`config.mk`:
```
export PLATFORM = sky130hd
export DESIGN_NAME = fan_keypad_controller_unit
export DESIGN_NICKNAME = d
export VERILOG_FILES = /design/src/rtl/fkc_pkg.sv /design/src/rtl/fkc_cfg_regs.sv /design/src/rtl/fkc_step.sv /design/src/rtl/fan_keypad_controller_unit.sv
export SDC_FILE = /design/constraint.sdc
export NUM_CORES = 1
export LEC_CHECK = 0
export BUFFER_PORTS_ARGS = -buffer_cell sky130_fd_sc_hd__clkbuf_2
export CAP_MARGIN = 20
export CELL_PAD_IN_SITES_DETAIL_PLACEMENT = 0
export CELL_PAD_IN_SITES_GLOBAL_PLACEMENT = 1
export CORE_MARGIN = 8
export CORE_UTILIZATION = 42
export CTS_CLUSTER_SIZE = 25
export DETAILED_ROUTE_END_ITERATION = 10
export GPL_ROUTABILITY_DRIVEN = 0
export PLACE_DENSITY_LB_ADDON = 0.15
export RECOVER_POWER = 50
export SETUP_SLACK_MARGIN = 0.15
export SLEW_MARGIN = 30
export SYNTH_ARGS = -nofsm -noshare
export SYNTH_HDL_FRONTEND = slang
export SYNTH_SLANG_ARGS = --single-unit
```
`constraint.sdc`:
```
create_clock -name clk -period 4.1 [get_ports clk]
set_clock_uncertainty 0.1 [all_clocks]
set_input_delay 0.82 -clock clk [delete_from_list [all_inputs] [get_ports clk]]
set_output_delay 0.82 -clock clk [all_outputs]
set_load 0.01 [all_outputs]
```
`src/rtl/fkc_pkg.sv`:
```
// Shared types, constants and reset values for the fan keypad controller.
package fkc_pkg;

  // Configuration register indexes
  localparam logic [1:0] CFG_DEBOUNCE   = 2'd0;
  localparam logic [1:0] CFG_LONG_PRESS = 2'd1;
  localparam logic [1:0] CFG_LOW_POWER  = 2'd2;
  localparam logic [1:0] CFG_MAX_MIN    = 2'd3;

  localparam int CFG_DATA_W = 16;

  // Fan drive codes
  localparam logic [1:0] DRIVE_OFF  = 2'd0;
  localparam logic [1:0] DRIVE_FULL = 2'd1;
  localparam logic [1:0] DRIVE_PWM  = 2'd2;

  localparam logic [15:0] HOLD_DONE = 16'hFFFF;
  localparam logic [13:0] LOW_MAX   = 14'd16383;
  localparam logic [2:0]  LEVEL_MAX = 3'd4;

  // Register reset values
  localparam logic [6:0]  DEBOUNCE_RST   = 7'd70;
  localparam logic [15:0] LONG_PRESS_RST = 16'd1600;
  localparam logic [13:0] LOW_POWER_RST  = 14'd10000;
  localparam logic [5:0]  MAX_MIN_RST    = 6'd63;
  localparam logic [2:0]  LEVEL_RST      = 3'd4;
  localparam logic [5:0]  MINUTES_RST    = 6'd5;

  typedef struct packed {
    logic [6:0]  debounce_ticks;
    logic [15:0] long_press_ticks;
    logic [13:0] low_power_ticks;
    logic [5:0]  max_minutes;
  } cfg_t;

  typedef struct packed {
    logic key_mode;
    logic key_minus;
    logic key_plus;
    logic blink_phase;
    logic supply_low;
  } item_t;

  typedef struct packed {
    logic [5:0] led_pattern;
    logic [1:0] fan_mode;
    logic [1:0] pwm_setting;
    logic       running;
    logic       power_down;
  } result_t;

  typedef struct packed {
    logic        wait_release;
    logic [6:0]  debounce_count;
    logic [15:0] hold_count;
    logic [2:0]  fan_level;
    logic [5:0]  minutes_value;
    logic        level_mode;
    logic        run_flag;
    logic [13:0] low_count;
    logic [1:0]  drive_mode;
    logic [1:0]  pwm_select;
  } ctl_state_t;

endpackage

```
`src/rtl/fkc_cfg_regs.sv`:
```
// Configuration register file for the fan keypad controller.
module fkc_cfg_regs (
  input  logic                          clk,
  input  logic                          rst,
  input  logic                          wr_en,
  input  logic [1:0]                    wr_index,
  input  logic [fkc_pkg::CFG_DATA_W-1:0] wr_data,
  output fkc_pkg::cfg_t                 cfg
);

  always_ff @(posedge clk) begin
    if (rst) begin
      cfg.debounce_ticks   <= fkc_pkg::DEBOUNCE_RST;
      cfg.long_press_ticks <= fkc_pkg::LONG_PRESS_RST;
      cfg.low_power_ticks  <= fkc_pkg::LOW_POWER_RST;
      cfg.max_minutes      <= fkc_pkg::MAX_MIN_RST;
    end else if (wr_en) begin
      unique case (wr_index)
        fkc_pkg::CFG_DEBOUNCE:   cfg.debounce_ticks   <= wr_data[6:0];
        fkc_pkg::CFG_LONG_PRESS: cfg.long_press_ticks <= wr_data[15:0];
        fkc_pkg::CFG_LOW_POWER:  cfg.low_power_ticks  <= wr_data[13:0];
        fkc_pkg::CFG_MAX_MIN:    cfg.max_minutes      <= wr_data[5:0];
        default:                 cfg.max_minutes      <= cfg.max_minutes;
      endcase
    end
  end

endmodule

```
`src/rtl/fkc_step.sv`:
```
// Per-tick next-state and result logic of the fan keypad controller.
module fkc_step (
  input  fkc_pkg::cfg_t       cfg,
  input  fkc_pkg::ctl_state_t cur,
  input  fkc_pkg::item_t      item,
  output fkc_pkg::ctl_state_t nxt,
  output fkc_pkg::result_t    res
);

  always_comb begin
    logic       any_key;
    logic       held;
    logic       active;
    logic [7:0] db_inc;
    logic       pd;
    logic [5:0] led;
    logic [2:0] shift;
    logic [13:0] lc;

    nxt     = cur;
    pd      = 1'b0;
    led     = 6'd0;
    held    = 1'b0;
    db_inc  = 8'd0;
    shift   = 3'd0;
    lc      = 14'd0;
    any_key = item.key_mode | item.key_minus | item.key_plus;

    // Key tracking and debounce window
    if (any_key) begin
      held             = cur.wait_release;
      nxt.wait_release = 1'b1;
    end else if (cur.wait_release) begin
      nxt.wait_release   = 1'b0;
      nxt.debounce_count = 7'd1;
    end
    if (nxt.debounce_count != 7'd0) begin
      db_inc = {1'b0, nxt.debounce_count} + 8'd1;
      if (db_inc > {1'b0, cfg.debounce_ticks}) nxt.debounce_count = 7'd0;
      else nxt.debounce_count = db_inc[6:0];
    end
    active = any_key && (nxt.debounce_count == 7'd0);

    if (active) begin
      if (item.key_mode) begin
        if (cur.hold_count < cfg.long_press_ticks) begin
          nxt.hold_count = cur.hold_count + 16'd1;
        end else if (cur.hold_count != fkc_pkg::HOLD_DONE) begin
          nxt.hold_count = fkc_pkg::HOLD_DONE;
          nxt.run_flag   = ~cur.run_flag;
          if (!nxt.run_flag) begin
            nxt.drive_mode = fkc_pkg::DRIVE_OFF;
          end else if (cur.fan_level >= fkc_pkg::LEVEL_MAX) begin
            nxt.drive_mode = fkc_pkg::DRIVE_FULL;
          end else begin
            nxt.drive_mode = fkc_pkg::DRIVE_PWM;
            nxt.pwm_select = 2'(cur.fan_level - 3'd1);
          end
        end
      end else if (!held) begin
        // Fresh plus or minus press steps level or minutes
        if (item.key_minus) begin
          if (cur.level_mode && cur.fan_level > 3'd1) begin
            nxt.fan_level = cur.fan_level - 3'd1;
          end else if (!cur.level_mode && cur.minutes_value > 6'd1) begin
            nxt.minutes_value = cur.minutes_value - 6'd1;
          end
        end else begin
          if (cur.level_mode && cur.fan_level < fkc_pkg::LEVEL_MAX) begin
            nxt.fan_level = cur.fan_level + 3'd1;
          end else if (!cur.level_mode && cur.minutes_value < cfg.max_minutes) begin
            nxt.minutes_value = cur.minutes_value + 6'd1;
          end
        end
        if (cur.run_flag && (nxt.fan_level != cur.fan_level)) begin
          if (nxt.fan_level >= fkc_pkg::LEVEL_MAX) begin
            nxt.drive_mode = fkc_pkg::DRIVE_FULL;
          end else begin
            nxt.drive_mode = fkc_pkg::DRIVE_PWM;
            nxt.pwm_select = 2'(nxt.fan_level - 3'd1);
          end
        end
      end
    end else begin
      // Release of a short mode press flips level/time display
      if (cur.hold_count != 16'd0) begin
        if (cur.hold_count != fkc_pkg::HOLD_DONE) nxt.level_mode = ~cur.level_mode;
        nxt.hold_count = 16'd0;
      end
      shift = nxt.fan_level - 3'd1;
      if (nxt.level_mode) led = 6'd1 << shift;
      else if (item.blink_phase) led = nxt.minutes_value;
    end

    // Low supply shutdown
    if (item.supply_low) begin
      lc = cur.low_count;
      if (lc < fkc_pkg::LOW_MAX) lc = lc + 14'd1;
      nxt.low_count = lc;
      if (lc > cfg.low_power_ticks) begin
        nxt.run_flag   = 1'b0;
        nxt.drive_mode = fkc_pkg::DRIVE_OFF;
        pd             = 1'b1;
      end
    end

    res.led_pattern = led;
    res.fan_mode    = nxt.drive_mode;
    res.pwm_setting = nxt.pwm_select;
    res.running     = nxt.run_flag;
    res.power_down  = pd;
  end

endmodule

```
`src/rtl/fan_keypad_controller_unit.sv`:
```
// Top level of the fan keypad controller: input word register, state and result register.
//
//  channel  direction  handshake                 payload
//  in       sink       in_valid / in_stall       key_mode_pressed .. supply_low
//  out      source     out_valid / out_stall     led_pattern .. power_down
//  cfg      sink       cfg_valid / cfg_ready     cfg_index, cfg_data
//
//  One word per cycle sustained while out_stall is low; the accept edge loads the input
//  register, and the result register loads from the step logic when that word advances.
//  The step logic between the two registers makes one pass per word.
//  Reset (rst, synchronous) empties both registers and loads state and config defaults.
//  out_stall holds the result register; the input register still takes one more word,
//  then in_stall rises until the result moves on. cfg_ready is always high.
module fan_keypad_controller_unit (
  input  logic        clk,
  input  logic        rst,
  // input word channel
  input  logic        in_valid,
  output logic        in_stall,
  input  logic        key_mode_pressed,
  input  logic        key_minus_pressed,
  input  logic        key_plus_pressed,
  input  logic        blink_phase,
  input  logic        supply_low,
  // result word channel
  output logic        out_valid,
  input  logic        out_stall,
  output logic [5:0]  led_pattern,
  output logic [1:0]  fan_mode,
  output logic [1:0]  pwm_setting,
  output logic        running,
  output logic        power_down,
  // configuration write channel
  input  logic        cfg_valid,
  output logic        cfg_ready,
  input  logic [1:0]  cfg_index,
  input  logic [fkc_pkg::CFG_DATA_W-1:0] cfg_data
);

  fkc_pkg::cfg_t       cfg;
  fkc_pkg::item_t      in_q;
  logic                in_q_valid;
  fkc_pkg::ctl_state_t ctl;
  fkc_pkg::ctl_state_t ctl_next;
  fkc_pkg::result_t    res_next;
  fkc_pkg::result_t    res_q;
  logic                in_take;
  logic                advance;

  assign cfg_ready = 1'b1;

  fkc_cfg_regs u_cfg (
    .clk      (clk),
    .rst      (rst),
    .wr_en    (cfg_valid & cfg_ready),
    .wr_index (cfg_index),
    .wr_data  (cfg_data),
    .cfg      (cfg)
  );

  // Advance the held word when the result register is empty or draining
  assign advance  = in_q_valid & (~out_valid | ~out_stall);
  assign in_stall = in_q_valid & ~advance;
  assign in_take  = in_valid & ~in_stall;

  always_ff @(posedge clk) begin
    if (rst) begin
      in_q_valid <= 1'b0;
    end else if (in_take) begin
      in_q_valid <= 1'b1;
    end else if (advance) begin
      in_q_valid <= 1'b0;
    end
  end

  // Capture the input word; payload needs no reset
  always_ff @(posedge clk) begin
    if (in_take) begin
      in_q.key_mode    <= key_mode_pressed;
      in_q.key_minus   <= key_minus_pressed;
      in_q.key_plus    <= key_plus_pressed;
      in_q.blink_phase <= blink_phase;
      in_q.supply_low  <= supply_low;
    end
  end

  fkc_step u_step (
    .cfg  (cfg),
    .cur  (ctl),
    .item (in_q),
    .nxt  (ctl_next),
    .res  (res_next)
  );

  // Controller state advances once per processed word
  always_ff @(posedge clk) begin
    if (rst) begin
      ctl.wait_release   <= 1'b0;
      ctl.debounce_count <= 7'd0;
      ctl.hold_count     <= 16'd0;
      ctl.fan_level      <= fkc_pkg::LEVEL_RST;
      ctl.minutes_value  <= fkc_pkg::MINUTES_RST;
      ctl.level_mode     <= 1'b1;
      ctl.run_flag       <= 1'b0;
      ctl.low_count      <= 14'd0;
      ctl.drive_mode     <= fkc_pkg::DRIVE_OFF;
      ctl.pwm_select     <= 2'd0;
    end else if (advance) begin
      ctl <= ctl_next;
    end
  end

  // Result register: load on advance, drop valid once taken
  always_ff @(posedge clk) begin
    if (rst) begin
      out_valid <= 1'b0;
    end else if (advance) begin
      out_valid <= 1'b1;
    end else if (!out_stall) begin
      out_valid <= 1'b0;
    end
  end

  always_ff @(posedge clk) begin
    if (advance) begin
      res_q <= res_next;
    end
  end

  assign led_pattern = res_q.led_pattern;
  assign fan_mode    = res_q.fan_mode;
  assign pwm_setting = res_q.pwm_setting;
  assign running     = res_q.running;
  assign power_down  = res_q.power_down;

endmodule

```
==> impl_metrics.ini <==
[status]
run_status = complete, no violations

[power_and_ir_drop]
sequentialPowerShare_pct = 37.5
swShare_pct = 24.5
share_comb_of_total_power_pct = 11.6
pwr-share-clk_pct = 50.9
power_switching_uw = 788
power_density_mw_per_mm2 = 372
total_power_uw = 3210
power_report.internal_total_uw = 2420
vdd_drop_max_mv = 0.317
leakagePower_uw = 0.00339

[detailed_routing]
vias_per_cell = 5.63
postRouteAntennaNets = 0
drt_drc_violations_left = 0
dr_total_vias = 6500
wl_met1_um = 8980
wire_per_inst_um = 16.8
dr_wl_met3_um = 859
detail_route.wirelength_um = 19400
dr.max_layer_used = met4
drt_first_pass_iters = 6
met2_wirelength_um = 9140
count_of_routing_violations_after_the_opening_detailed_route_iteration = 388

[setup_path]
timing.critical_path.required_ns = 4.36
worst-endpoint-arrival_ns = 4.28
criticalPathCategory = register to register
critical_path_cell_sequence = or4b_4 > and2_4 > ha_4 > and3_4 > xnor2_2 > nor2_1 > ha_1 > nand4_1 > a21oi_2 > o311a_4 > buf_6 > o31ai_4 > or3_4 > buf_6 > or4_1 > nand2_1
timing.critical_path.slowest_stage_cell = sky130_fd_sc_hd__or4b_4
highest_net_fanout_along_the_worst_path = 8
max_stage_delay_ns = 0.59
critPathLaunchType = register
endpoint_kind = register
critPathMostFrequentCell = sky130_fd_sc_hd__buf_6

[clock_tree]
cts.reportedPaths.clkPinSlew_ns = 0.06
clock_sink_count = 115
cts_tree = yes
cts_max_path_buffers = 2
cts-root-buf = sky130_fd_sc_hd__clkbuf_16
clock_insertion_delay_worst_skew_ns = 0.42
number_of_buffers_added_by_the_clock_tree_synthesis_step = 17
holdBufCountCts = 0
htreeDepth = 4

[layout]
n_antenna_cell = 0
layout_common_cells = sky130_fd_sc_hd__nand2_1, sky130_fd_sc_hd__dfxtp_1, sky130_fd_sc_hd__a21oi_1
drive_above_1_share_pct = 18.3
num-nets-final = 1007
layout.cells.non_filler = 1155
area_growth_pct = 23.1
mostFrequentLayoutCell = sky130_fd_sc_hd__nand2_1

[timing]
max_slew_headroom_pct = 48.1
post-route-worst-setup-slack_ns = 0.0827
report.final.hold_viol_count = 0
rsz0062_at_grt = yes
timing.final.crit_period_ns = 4.02
tightestPinTransition_ns = 0.773
period_share_pct = 98.0
final_number_of_setup_violating_endpoints = 0
drv_slew = 0
fmaxAchievable_mhz = 249

[placed_design]
place_hpwl_um = 13600
post-place-cells = 1101
place.port_buffers = 41
place_ws_ns = 0.00843

[floorplan]
placeableCoreArea_mm2 = 0.0165
initial_core_util_pct = 42.5
die-area_mm2 = 0.0211
std_cell_rows = 47
boundaryPins = 43
die_height_um = 145
die-width_um = 145

[flow_run]
cap_violations = 0

[global_route]
grt_max_degree = 57
antenna_violations_before_repair = 0
grt_first_pass_wirelength_um = 31500
grt_overflow_total = 0
total_grt_usage_pct = 18.2
grt_pass1_vias = 6222

[synth]
postSynthNetCount = 953
synth_sequential_area_ratio_pct = 35.3
syn-instance-count = 868
post_synth_instance_area_mm2 = 0.00700
yosys_register_bits = 115
synthArstFlopShare_pct = 0
synth_enable_flop_cells = 17
synth.lib_cells_used.distinct = 73
synth-warning-count = 0
post_synth.cell_area_avg_um2 = 8.07
synth_flop_cell = sky130_fd_sc_hd__dfxtp_1

[min_path]
worst_hold_path_type = register to register
[cells by family after synthesis]
logic type      after synthesis  share of synthesized area, %
compound gates              210                          20.0
flops                       115                          35.3
other cells                   1                        0.0536
buf+inv                     108                          6.13
mux                           7                          1.05
fa+ha+maj                    57                          10.2
xor+xnor                     26                          3.25
simple gates                344                          24.0
[state kept, by name, summed over array words and instances, names as in the netlist]
register	count
power_down	1
running	1
pwm_setting	2
u_cfg.cfg	43
out_valid	1
fan_mode	2
in_q	5
in_q_valid	1
led_pattern	6
ctl	53
[layer usage]
metal	vias to the layer above	track usage [%]
met3	31	4.29
met1	3103	23.4
met2	148	28.5
met5	-	0
li1	3218	-
met4	0	8.02
[layout make-up]
cell class	count	area, µm²
clock buffers	18	439
flip-flops and latches	115	2470
multi-input cells	645	4420
inverters	59	221
fillers	1590	7850
well taps	220	275
repair buffers	84	576
clock inverters	14	210
[cell usage after synthesis (19+ instances only)]
cell type                    n  share of area, %
sky130_fd_sc_hd__inv_1      57               3.1
sky130_fd_sc_hd__nor3_1     23               1.6
sky130_fd_sc_hd__nor2_1     66               3.5
sky130_fd_sc_hd__nand4_1    19               1.7
sky130_fd_sc_hd__clkbuf_1   35               1.9
sky130_fd_sc_hd__o211ai_1   24               2.6
sky130_fd_sc_hd__a21oi_1    76               5.4
sky130_fd_sc_hd__nand2_1   121               6.5
sky130_fd_sc_hd__o21ai_0    27               1.9
sky130_fd_sc_hd__ha_1       57                10
sky130_fd_sc_hd__dfxtp_1    98                28
sky130_fd_sc_hd__nand3_1    34               2.4
[final timing paths]
check,startpoint,end,slack [ns],depth (start not counted)
worst min register to register,u_cfg.cfg[21],u_cfg.cfg[21],0.35,2
worst max register to register,in_q[4],ctl[26],0.08,16
worst min-delay path,u_cfg.cfg[21],u_cfg.cfg[21],0.35,2
worst max-delay path,in_q[4],ctl[26],0.08,16
[power by group through the flow]
| stage | Combinational [µW] | Clock (µW) | Sequential (µW) |
|---|---|---|---|
| floorplan | 195 | 0 | 1220 |
| global placement | 285 | 0 | 1230 |
| detailed placement | 292 | 0 | 1230 |
| CTS | 308 | 1660 | 1200 |
| global route | 407 | 1720 | 1210 |
| finish | 372 | 1630 | 1200 |
[metrics by stage]
step | util, % | cell area, µm² | hold WS [ns] | TNS, ns
floorplan | - | 7040 | 0.332 | 0
CTS | 50.1 | 8250 | 0.353 | 0
detailed placement | 45.3 | 7460 | 0.346 | 0
global placement | 45.3 | 7460 | 0.342 | 0
finish | 52.3 | 8620 | 0.350 | 0
global route | 52.3 | 8620 | 0.369 | -1.04
[critical path, delay by kind of cell, from the launching register on]
kind,cells,cell delay [ns]
xor gates and xnor gates,1,0.11
buffers and inverters,2,0.24
and+or+nand+nor,8,2.12
DFF,1,0.39
AOI/OAI and AO/OA,3,0.48
adders and majority gates,2,0.52
[repair_timing]
item	4_1_cts	5_1_grt
buffers inserted	8	10
endpoints found under the setup margin	31	36
endpoints found under the hold margin	0	0
resized for setup	16	64
cloned	2	1
pin swaps	20	38
(Power assumes the default switching activity.)
